==> src/design/rmq_pkg.sv <==
// ----------------------------------------------------------------------------
// rmq_pkg
// Shared types and constants for the ring message queue with urgent insert.
// ----------------------------------------------------------------------------
package rmq_pkg;

    localparam int DEPTH_DEF     = 16;
    localparam int MSG_WIDTH_DEF = 32;

    localparam int CAP_W = 5;
    localparam logic [CAP_W-1:0] CAP_RESET = 5'd16;

    localparam int OP_W   = 2;
    localparam int FILL_W = 2;

    typedef enum logic [OP_W-1:0] {
        OP_SEND   = 2'd0,
        OP_URGENT = 2'd1,
        OP_RECV   = 2'd2,
        OP_CLEAR  = 2'd3
    } op_t;

    typedef enum logic [FILL_W-1:0] {
        FILL_EMPTY   = 2'd0,
        FILL_PARTIAL = 2'd1,
        FILL_FULL    = 2'd2
    } fill_t;

endpackage

==> src/design/rmq_if.sv <==
// ----------------------------------------------------------------------------
// rmq_in_if / rmq_out_if
// Valid/ready channels for queue operations and their results.
// ----------------------------------------------------------------------------
interface rmq_in_if #(
    parameter int MSG_WIDTH = rmq_pkg::MSG_WIDTH_DEF
);
    logic                      valid;
    logic                      ready;
    logic [rmq_pkg::OP_W-1:0]  opcode;
    logic [MSG_WIDTH-1:0]      message_in;

    modport source (output valid, output opcode, output message_in, input ready);
    modport sink   (input valid, input opcode, input message_in, output ready);
endinterface

interface rmq_out_if #(
    parameter int MSG_WIDTH = rmq_pkg::MSG_WIDTH_DEF,
    parameter int CNT_W     = 5
);
    logic                        valid;
    logic                        ready;
    logic                        success;
    logic                        error_code;
    logic [MSG_WIDTH-1:0]        message_out;
    logic [rmq_pkg::FILL_W-1:0]  fill_state;
    logic [CNT_W-1:0]            entries;

    modport source (output valid, output success, output error_code, output message_out,
                    output fill_state, output entries, input ready);
    modport sink   (input valid, input success, input error_code, input message_out,
                    input fill_state, input entries, output ready);
endinterface

==> src/design/ring_message_queue_with_urgent_insert.sv <==
// ----------------------------------------------------------------------------
// ring_message_queue_with_urgent_insert
// Ring-buffer message queue with a programmable capacity and front insert.
// ----------------------------------------------------------------------------
// usage
//   req carries one operation word: opcode (send, urgent send, receive,
//   clear) and message_in. rsp returns one result word per operation:
//   success, error_code, message_out, fill_state and entries.
//   cfg_we/cfg_wdata write the capacity register and empty the queue; the user
//   must issue a write only while idle, which the block does not enforce.
// throughput
//   one operation per cycle while rsp is not held; each result appears in
//   the rsp register in the cycle after its word is taken. the pointer
//   update and the single slot read or write happen when the word is taken,
//   the slot store read data being the registered message_out.
// reset
//   rst_n clears the pointers, count and status and sets capacity to 16;
//   the slot store is not cleared, only written slots are ever read.
// stall
//   while rsp is held by the receiver, req.ready stays low and the result
//   word holds; req.ready is high whenever the result register is free or
//   being taken in the same cycle.
// ----------------------------------------------------------------------------
module ring_message_queue_with_urgent_insert #(
    parameter int DEPTH     = rmq_pkg::DEPTH_DEF,
    parameter int MSG_WIDTH = rmq_pkg::MSG_WIDTH_DEF
) (
    input  logic                      clk,
    input  logic                      rst_n,
    input  logic                      cfg_we,
    input  logic [rmq_pkg::CAP_W-1:0] cfg_wdata,
    rmq_in_if.sink                    req,
    rmq_out_if.source                 rsp
);

    localparam int PTR_W = (DEPTH > 1) ? $clog2(DEPTH) : 1;
    localparam int CNT_W = $clog2(DEPTH + 1);

    function automatic logic [PTR_W-1:0] ptr_next(input logic [PTR_W-1:0] p,
                                                  input logic [CNT_W-1:0] cap);
        logic [CNT_W-1:0] inc;
        inc = CNT_W'(p) + CNT_W'(1);
        return (inc >= cap) ? '0 : PTR_W'(inc);
    endfunction

    function automatic logic [PTR_W-1:0] ptr_prev(input logic [PTR_W-1:0] p,
                                                  input logic [CNT_W-1:0] cap);
        logic [PTR_W-1:0] dec;
        dec = p - PTR_W'(1);
        return (p == '0 || CNT_W'(p) > cap) ? PTR_W'(cap - CNT_W'(1)) : dec;
    endfunction

    logic [MSG_WIDTH-1:0]       mem [DEPTH];

    logic [rmq_pkg::CAP_W-1:0]  cap_reg;
    logic [PTR_W-1:0]           wp_reg, wp_next;
    logic [PTR_W-1:0]           rp_reg, rp_next;
    logic [CNT_W-1:0]           count_reg, count_next;
    rmq_pkg::fill_t             status_reg, status_next;

    logic                       out_valid_reg;
    logic                       success_reg, success_next;
    logic                       error_reg, error_next;
    logic [MSG_WIDTH-1:0]       rd_data_reg;

    logic [CNT_W-1:0]           cap_use;
    logic                       in_fire;
    logic                       wr_en;
    logic [PTR_W-1:0]           wr_addr;
    logic                       rd_en;
    rmq_pkg::op_t               op;

    assign in_fire   = req.valid && req.ready;
    assign req.ready = !out_valid_reg || rsp.ready;
    assign op        = rmq_pkg::op_t'(req.opcode);

    // capacity clamped to 1..DEPTH
    always_comb
    begin
        priority if (cap_reg == '0)
        begin
            cap_use = CNT_W'(1);
        end
        else if (32'(cap_reg) > 32'(DEPTH))
        begin
            cap_use = CNT_W'(DEPTH);
        end
        else
        begin
            cap_use = CNT_W'(cap_reg);
        end
    end

    always_comb
    begin
        wp_next      = wp_reg;
        rp_next      = rp_reg;
        count_next   = count_reg;
        status_next  = status_reg;
        success_next = 1'b1;
        error_next   = 1'b0;
        wr_en        = 1'b0;
        wr_addr      = wp_reg;
        rd_en        = 1'b0;
        unique case (op)
            rmq_pkg::OP_SEND, rmq_pkg::OP_URGENT:
            begin
                if (status_reg == rmq_pkg::FILL_FULL)
                begin
                    success_next = 1'b0;
                    error_next   = 1'b1;
                end
                else
                begin
                    if (op == rmq_pkg::OP_SEND)
                    begin
                        wr_addr = wp_reg;
                        wp_next = ptr_next(wp_reg, cap_use);
                    end
                    else
                    begin
                        rp_next = ptr_prev(rp_reg, cap_use);
                        wr_addr = rp_next;
                    end
                    wr_en       = 1'b1;
                    count_next  = count_reg + CNT_W'(1);
                    status_next = (rp_next == wp_next) ? rmq_pkg::FILL_FULL
                                                       : rmq_pkg::FILL_PARTIAL;
                end
            end
            rmq_pkg::OP_RECV:
            begin
                if (status_reg == rmq_pkg::FILL_EMPTY)
                begin
                    success_next = 1'b0;
                    error_next   = 1'b1;
                end
                else
                begin
                    rd_en = 1'b1;
                    if (count_reg != '0)
                    begin
                        count_next = count_reg - CNT_W'(1);
                    end
                    rp_next     = ptr_next(rp_reg, cap_use);
                    status_next = (rp_next == wp_reg) ? rmq_pkg::FILL_EMPTY
                                                      : rmq_pkg::FILL_PARTIAL;
                end
            end
            rmq_pkg::OP_CLEAR:
            begin
                wp_next     = '0;
                rp_next     = '0;
                count_next  = '0;
                status_next = rmq_pkg::FILL_EMPTY;
            end
            default:
            begin
                success_next = 1'b1;
            end
        endcase
    end

    // queue state and capacity register
    always_ff @(posedge clk or negedge rst_n)
    begin
        if (!rst_n)
        begin
            cap_reg    <= rmq_pkg::CAP_RESET;
            wp_reg     <= '0;
            rp_reg     <= '0;
            count_reg  <= '0;
            status_reg <= rmq_pkg::FILL_EMPTY;
        end
        else if (cfg_we)
        begin
            cap_reg    <= cfg_wdata;
            wp_reg     <= '0;
            rp_reg     <= '0;
            count_reg  <= '0;
            status_reg <= rmq_pkg::FILL_EMPTY;
        end
        else if (in_fire)
        begin
            wp_reg     <= wp_next;
            rp_reg     <= rp_next;
            count_reg  <= count_next;
            status_reg <= status_next;
        end
    end

    // slot store, read data registered as the result word
    always_ff @(posedge clk)
    begin
        if (in_fire)
        begin
            if (wr_en)
            begin
                mem[wr_addr] <= req.message_in;
            end
            rd_data_reg <= rd_en ? mem[rp_reg] : '0;
        end
    end

    always_ff @(posedge clk or negedge rst_n)
    begin
        if (!rst_n)
        begin
            out_valid_reg <= 1'b0;
        end
        else if (in_fire)
        begin
            out_valid_reg <= 1'b1;
        end
        else if (rsp.ready)
        begin
            out_valid_reg <= 1'b0;
        end
    end

    always_ff @(posedge clk)
    begin
        if (in_fire)
        begin
            success_reg <= success_next;
            error_reg   <= error_next;
        end
    end

    assign rsp.valid       = out_valid_reg;
    assign rsp.success     = success_reg;
    assign rsp.error_code  = error_reg;
    assign rsp.message_out = rd_data_reg;
    assign rsp.fill_state  = status_reg;
    assign rsp.entries     = count_reg;

    // full queue holds exactly the capacity in use
    a_full_count: assert property (@(posedge clk) disable iff (!rst_n)
        (status_reg == rmq_pkg::FILL_FULL) |-> (count_reg == cap_use))
        else $error("full status with wrong message count");

    // empty queue holds nothing and its pointers meet
    a_empty_count: assert property (@(posedge clk) disable iff (!rst_n)
        (status_reg == rmq_pkg::FILL_EMPTY) |-> (count_reg == '0 && rp_reg == wp_reg))
        else $error("empty status with messages held");

    // pointers stay inside the capacity in use
    a_ptr_range: assert property (@(posedge clk) disable iff (!rst_n)
        (CNT_W'(wp_reg) < cap_use) && (CNT_W'(rp_reg) < cap_use))
        else $error("pointer beyond capacity");

    // a failed operation always reports an error and leaves the count alone
    a_fail_error: assert property (@(posedge clk) disable iff (!rst_n)
        (in_fire && !cfg_we && !success_next) |=> (error_reg && $stable(count_reg)))
        else $error("failed operation without error or with state change");

endmodule

==> src/flat_wrapper.sv <==
// flat-port wrapper written by rule: the top's interface ports become plain ports
module ring_message_queue_with_urgent_insert_flat 
#(
    parameter int DEPTH     = rmq_pkg::DEPTH_DEF,
    parameter int MSG_WIDTH = rmq_pkg::MSG_WIDTH_DEF
)
  (clk, rst_n, cfg_we, cfg_wdata, req_valid, req_opcode, req_message_in, req_ready, rsp_valid, rsp_success, rsp_error_code, rsp_message_out, rsp_fill_state, rsp_entries, rsp_ready);
  rmq_in_if #(.MSG_WIDTH(MSG_WIDTH)) req_i ();
  rmq_out_if #(.MSG_WIDTH(MSG_WIDTH)) rsp_i ();
  input  logic clk;
  input  logic rst_n;
  input  logic cfg_we;
  input  logic [rmq_pkg::CAP_W-1:0] cfg_wdata;
  input wire logic [$bits(req_i.valid)-1:0] req_valid;
  input wire logic [$bits(req_i.opcode)-1:0] req_opcode;
  input wire logic [$bits(req_i.message_in)-1:0] req_message_in;
  output wire logic [$bits(req_i.ready)-1:0] req_ready;
  output wire logic [$bits(rsp_i.valid)-1:0] rsp_valid;
  output wire logic [$bits(rsp_i.success)-1:0] rsp_success;
  output wire logic [$bits(rsp_i.error_code)-1:0] rsp_error_code;
  output wire logic [$bits(rsp_i.message_out)-1:0] rsp_message_out;
  output wire logic [$bits(rsp_i.fill_state)-1:0] rsp_fill_state;
  output wire logic [$bits(rsp_i.entries)-1:0] rsp_entries;
  input wire logic [$bits(rsp_i.ready)-1:0] rsp_ready;
  assign req_i.valid = req_valid;
  assign req_i.opcode = req_opcode;
  assign req_i.message_in = req_message_in;
  assign req_ready = req_i.ready;
  assign rsp_valid = rsp_i.valid;
  assign rsp_success = rsp_i.success;
  assign rsp_error_code = rsp_i.error_code;
  assign rsp_message_out = rsp_i.message_out;
  assign rsp_fill_state = rsp_i.fill_state;
  assign rsp_entries = rsp_i.entries;
  assign rsp_i.ready = rsp_ready;
  ring_message_queue_with_urgent_insert #(.DEPTH(DEPTH), .MSG_WIDTH(MSG_WIDTH)) u_core (.clk(clk), .rst_n(rst_n), .cfg_we(cfg_we), .cfg_wdata(cfg_wdata), .req(req_i), .rsp(rsp_i));
endmodule
==> config.mk <==
export PLATFORM = sky130hd
export DESIGN_NAME = ring_message_queue_with_urgent_insert_flat
export DESIGN_NICKNAME = d
export VERILOG_FILES = /design/src/design/rmq_pkg.sv /design/src/design/rmq_if.sv /design/src/design/ring_message_queue_with_urgent_insert.sv /design/src/flat_wrapper.sv
export SDC_FILE = /design/constraint.sdc
export NUM_CORES = 1
export LEC_CHECK = 0
export BUFFER_PORTS_ARGS = -buffer_cell sky130_fd_sc_hd__buf_2
export CAP_MARGIN = 10
export CORE_MARGIN = 3
export CORE_UTILIZATION = 49
export DETAILED_ROUTE_END_ITERATION = 16
export GPL_TIMING_DRIVEN = 1
export PLACE_DENSITY = 0.66
export SYNTH_ARGS = -nofsm -noshare
export SYNTH_HDL_FRONTEND = slang
export SYNTH_SLANG_ARGS = --single-unit
==> constraint.sdc <==
create_clock -name clk -period 6.4 [get_ports clk]
set_clock_uncertainty 0.2 [all_clocks]
set_input_delay 0.96 -clock clk [delete_from_list [all_inputs] [get_ports clk]]
set_output_delay 0.96 -clock clk [all_outputs]
set_load 0.01 [all_outputs]
==> results.md <==
Logic synthesis:
- The share of flip-flops with an asynchronous set or reset is 3.704%.
- The cell count after synthesis is 1059.
- The number of enable-type register cells in the synthesized netlist is 546.
- In this run the mean area of a mapped cell was 21.32 um2.
- After synthesis, the netlist uses 60 different library cells.
- The most used flip-flop cell after synthesis is edfxtp_1.
- The count of synthesis-stage warnings from yosys is 0.
- The register area share after synthesis is 74.97%.
- The synthesized netlist occupies a cell area of 22570 um2.
- The flip-flop and latch count after synthesis is 567.
- The synthesized netlist net count is 1126.

Floorplan:
- The vertical extent of the die is 220.6 um.
- Measured along the x axis, the die boundary spans 220.6 um.
- The starting utilization of the core area is 49.63%.
- The die covers 48680 um2.
- The I/O pin total is 87.
- After floorplanning, the core was divided into 78 placement rows.
- The placeable core region is 45480 um2.

Setup path:
- The worst setup path is captured at a flop.
- The cell family contributing the most delay on the critical path is simple AND/OR/NAND/NOR gates.
- The critical path goes through inv_1 > ha_1 > a41oi_1 > nor2_1 > a21oi_4 > mux2i_1 > ha_1 > xor2_1 > mux2i_1 > nand2_1 > nor2_4.
- STA puts the critical path data required time at 6.41 ns.
- STA classifies the critical path startpoint as a flop.
- The critical path buffer and inverter count is 1.
- In this run the worst path has a maximum fanout of 37.
- On the worst path, the slowest cell contributes a delay of 0.91 ns.
- The data arrival time at the worst-slack endpoint is 5.20 ns.
- The slowest cell on the critical path is nor2_4.
- The worst setup path is of the flop to flop kind.

Outcome:
- The run finished with clean final reports.

Drt:
- After detailed routing, the number of vias per cell comes to 5.974.
- The number of routed nets with antenna violations is 0.
- The first TritonRoute pass finished after 5 iterations.
- Dividing the detail-routed wire length by the instance count gives 26.27 um.
- The routed layout has 10750 vias.
- The detailed-route wire length is 47270 um.
- After detailed routing, the number of remaining DRC violations is 0.
- The initial detailed-routing violation count is 1209.

Finish:
- The area growth from synthesis to layout is 12.42%.
- In the final design database the tool counted 1224 nets.
- The layout cell share with drive strength beyond 1 is 29.69%.
- Counting flops per register, the top entry is u_core.mem.
- The repair_antennas step left the layout with diodes totalling 0.
- The register with the most flip-flops in the layout has 512 of them.

Placement:
- Port buffering added 86 buffers.
- Summed over all nets, the half-perimeter wirelength after detailed placement is 29250 um.
- At the end of routability-driven placement, the weighted congestion stood at 0.8640.

STA:
- The number of setup violations in the final report is 0.
- The worst hold slack is 0.1468 ns.
- The total negative slack is 0 ns.
- Setup repair after global routing left no endpoint under its margin.
- Derived from the worst setup path, the maximum achievable clock frequency is 0.1926 GHz.
- The hold violation count in the final report was 0.
- The slew of the pin with the lowest slew margin is 1.221 ns.
- The normalized max-slew margin is 18.61%.
- The final cycle utilization of the critical path is 81.12%.
- The routed design could run at a clock period as short as 5.191 ns.
- The final count of pins violating max slew is 0.

Pwr:
- VDD sags by at most 0.2228 mV.
- The areal power density over the cells is 304.2 nW/um2.
- The reported leakage power is 8.012 nW.
- Summing internal, switching and leakage power gives 7.719 mW.

GRT:
- The maximum number of pins on one net before global-route repair is 105.
- The first global-routing pass estimated 71260 um of wire.
- The via count of the first global-routing pass is 10740.
- For this run the aggregate overflow at the end of global routing stands at 0.
- The overall routing resource usage is 20.07%.
- The initial antenna violation count was 1.

Clock tree:
- The clock tree from TritonCTS is built.
- The number of buffers on the longest clock path is 3.
- CTS saw 567 sinks.
- Clock latency on the worst-skew pair, taken at its later pin, is 0.62 ns.
- In this run the number of H-tree levels came out at 2.
- After clock tree synthesis, the flow added hold-fix buffers numbering 0.
- Clock-pin slew was measured on the worst setup and hold paths at 0.06 ns.
- Buffers added to address setup during post-CTS repair amount to 0.
- Counting the buffers created by CTS gives 55.
- The CTS root buffer is clkbuf_16.
- The number of gates resized after CTS is 0.

Hold path:
- The type of the tightest min-delay check is input port to async pin.

Run:
- The max-cap check violation count is 0.
==> per-stage QoR <==
stage	cell area (um2)	setup WS, ns	utilization, %	std cells
after floorplan	22570	1.509	-	1059
after global placement	23730	1.308	52.18	1700
after detailed placement	23730	1.188	52.18	1700
after CTS	25380	1.175	55.80	1799
after global routing	25380	0.8456	55.80	1799
final	25380	1.209	55.80	1799
==> layer usage <==
layer | wire (um) | GRT usage, % | vias up
met5 | 13 | 0 | -
met2 | 20270 | 27.26 | 405
met1 | 22420 | 33.35 | 5690
met3 | 3835 | 4.504 | 56
li1 | - | - | 4594
met4 | 721 | 4.564 | 2
==> worst reg2reg max path, delay by kind of cell (launching register included) <==
family | cells | cell delay, ns
and+or+nand+nor | 3 | 1.41
buffers and inverters | 1 | 0.23
muxes | 2 | 0.89
xor gates and xnor gates | 1 | 0.10
adders and majority gates | 2 | 0.65
AOI/OAI and AO/OA | 2 | 0.44
DFF | 1 | 0.89
==> area by class of cell <==
class / count / area (um2)
clock buffer: 71 / 1436
clock inverter: 28 / 207.7
fill: 3452 / 20100
inverter: 17 / 63.81
multi-input combinational: 426 / 5510
sequential: 567 / 16940
tap: 600 / 750.7
timing repair buffer: 90 / 473.0
==> synthesized netlist by cell type, types with 2 or more instances <==
cell type    n  area share (%)
inv_1       17            0.28
o21ai_0     22            0.49
a21oi_1     13            0.29
xor2_1       8            0.31
mux4_2     160              16
nor2_1      41            0.68
or3_1        2           0.055
buf_2       19            0.42
and3_1       3           0.083
clkbuf_1    19            0.32
a31oi_1      3           0.083
nand3_1      7            0.16
a41oi_1      2           0.078
mux2i_1      6            0.27
nor2b_1     39             1.1
nand2_1     31            0.52
a22oi_1      3            0.10
buf_1       11            0.18
xnor2_1      4            0.16
nor4_1       3           0.083
a22o_1       2           0.078
ha_1        22             1.2
nor3b_1      2           0.066
o22ai_1      2           0.055
a21o_1       6            0.20
nand2b_1     5            0.14
dfrtp_1     20             2.2
nand4_1      3           0.083
mux2_2       5            0.25
a211oi_1     2           0.066
nor3_1       3           0.066
edfxtp_1   546              73
==> path summary, 6_finish.rpt <==
check | endpoint | slack, ns | depth (start not counted) | start
min in group clk | u_core.rsp.valid$_DFFE_PN0P_ | 0.35 | 2 | u_core.rsp.valid$_DFFE_PN0P_
min reg2reg | u_core.rsp.valid$_DFFE_PN0P_ | 0.35 | 2 | u_core.rsp.valid$_DFFE_PN0P_
max in group asynchronous | u_core.rp_reg[0]$_DFFE_PN0P_ | 5.44 | 1 | rst_n
min | u_core.cap_reg[2]$_DFFE_PN0P_ | 0.15 | 1 | rst_n
max | u_core.mem[0][2]$_DFFE_PP_ | 1.21 | 11 | u_core.rp_reg[0]$_DFFE_PN0P_
max reg2reg | u_core.mem[0][2]$_DFFE_PP_ | 1.21 | 11 | u_core.rp_reg[0]$_DFFE_PN0P_
==> layout by cell type, fill, tap and decap left out, drive strengths merged, types with 8 or more instances in the layout <==
cell type / Yosys / layout
a21oi: 14 / 14
buf: 30 / 90
clkbuf: 19 / 71
clkinv: 0 / 25
dfrtp: 20 / 20
edfxtp: 546 / 546
ha: 22 / 22
inv: 17 / 18
mux4: 160 / 160
nand2: 31 / 31
nor2: 41 / 41
nor2b: 39 / 39
o21ai: 23 / 23
xor2: 8 / 8
==> power breakdown <==
| group | total, mW | switching, mW | leakage [nW] | internal (mW) |
|---|---|---|---|---|
| Combinational | 0.586 | 0.340 | 2.01 | 0.246 |
| Clock | 2.97 | 1.34 | 0.796 | 1.63 |
| Sequential | 4.17 | 0.0396 | 5.21 | 4.13 |
==> cell families after synthesis <==
logic type	synth area share, %
compound gates	2.317
xor+xnor	0.4656
buf+inv	1.203
fa+ha+maj	1.308
flops	74.97
mux	16.48
simple gates	3.259
No activity file was read; power rests on OpenSTA's default activity.
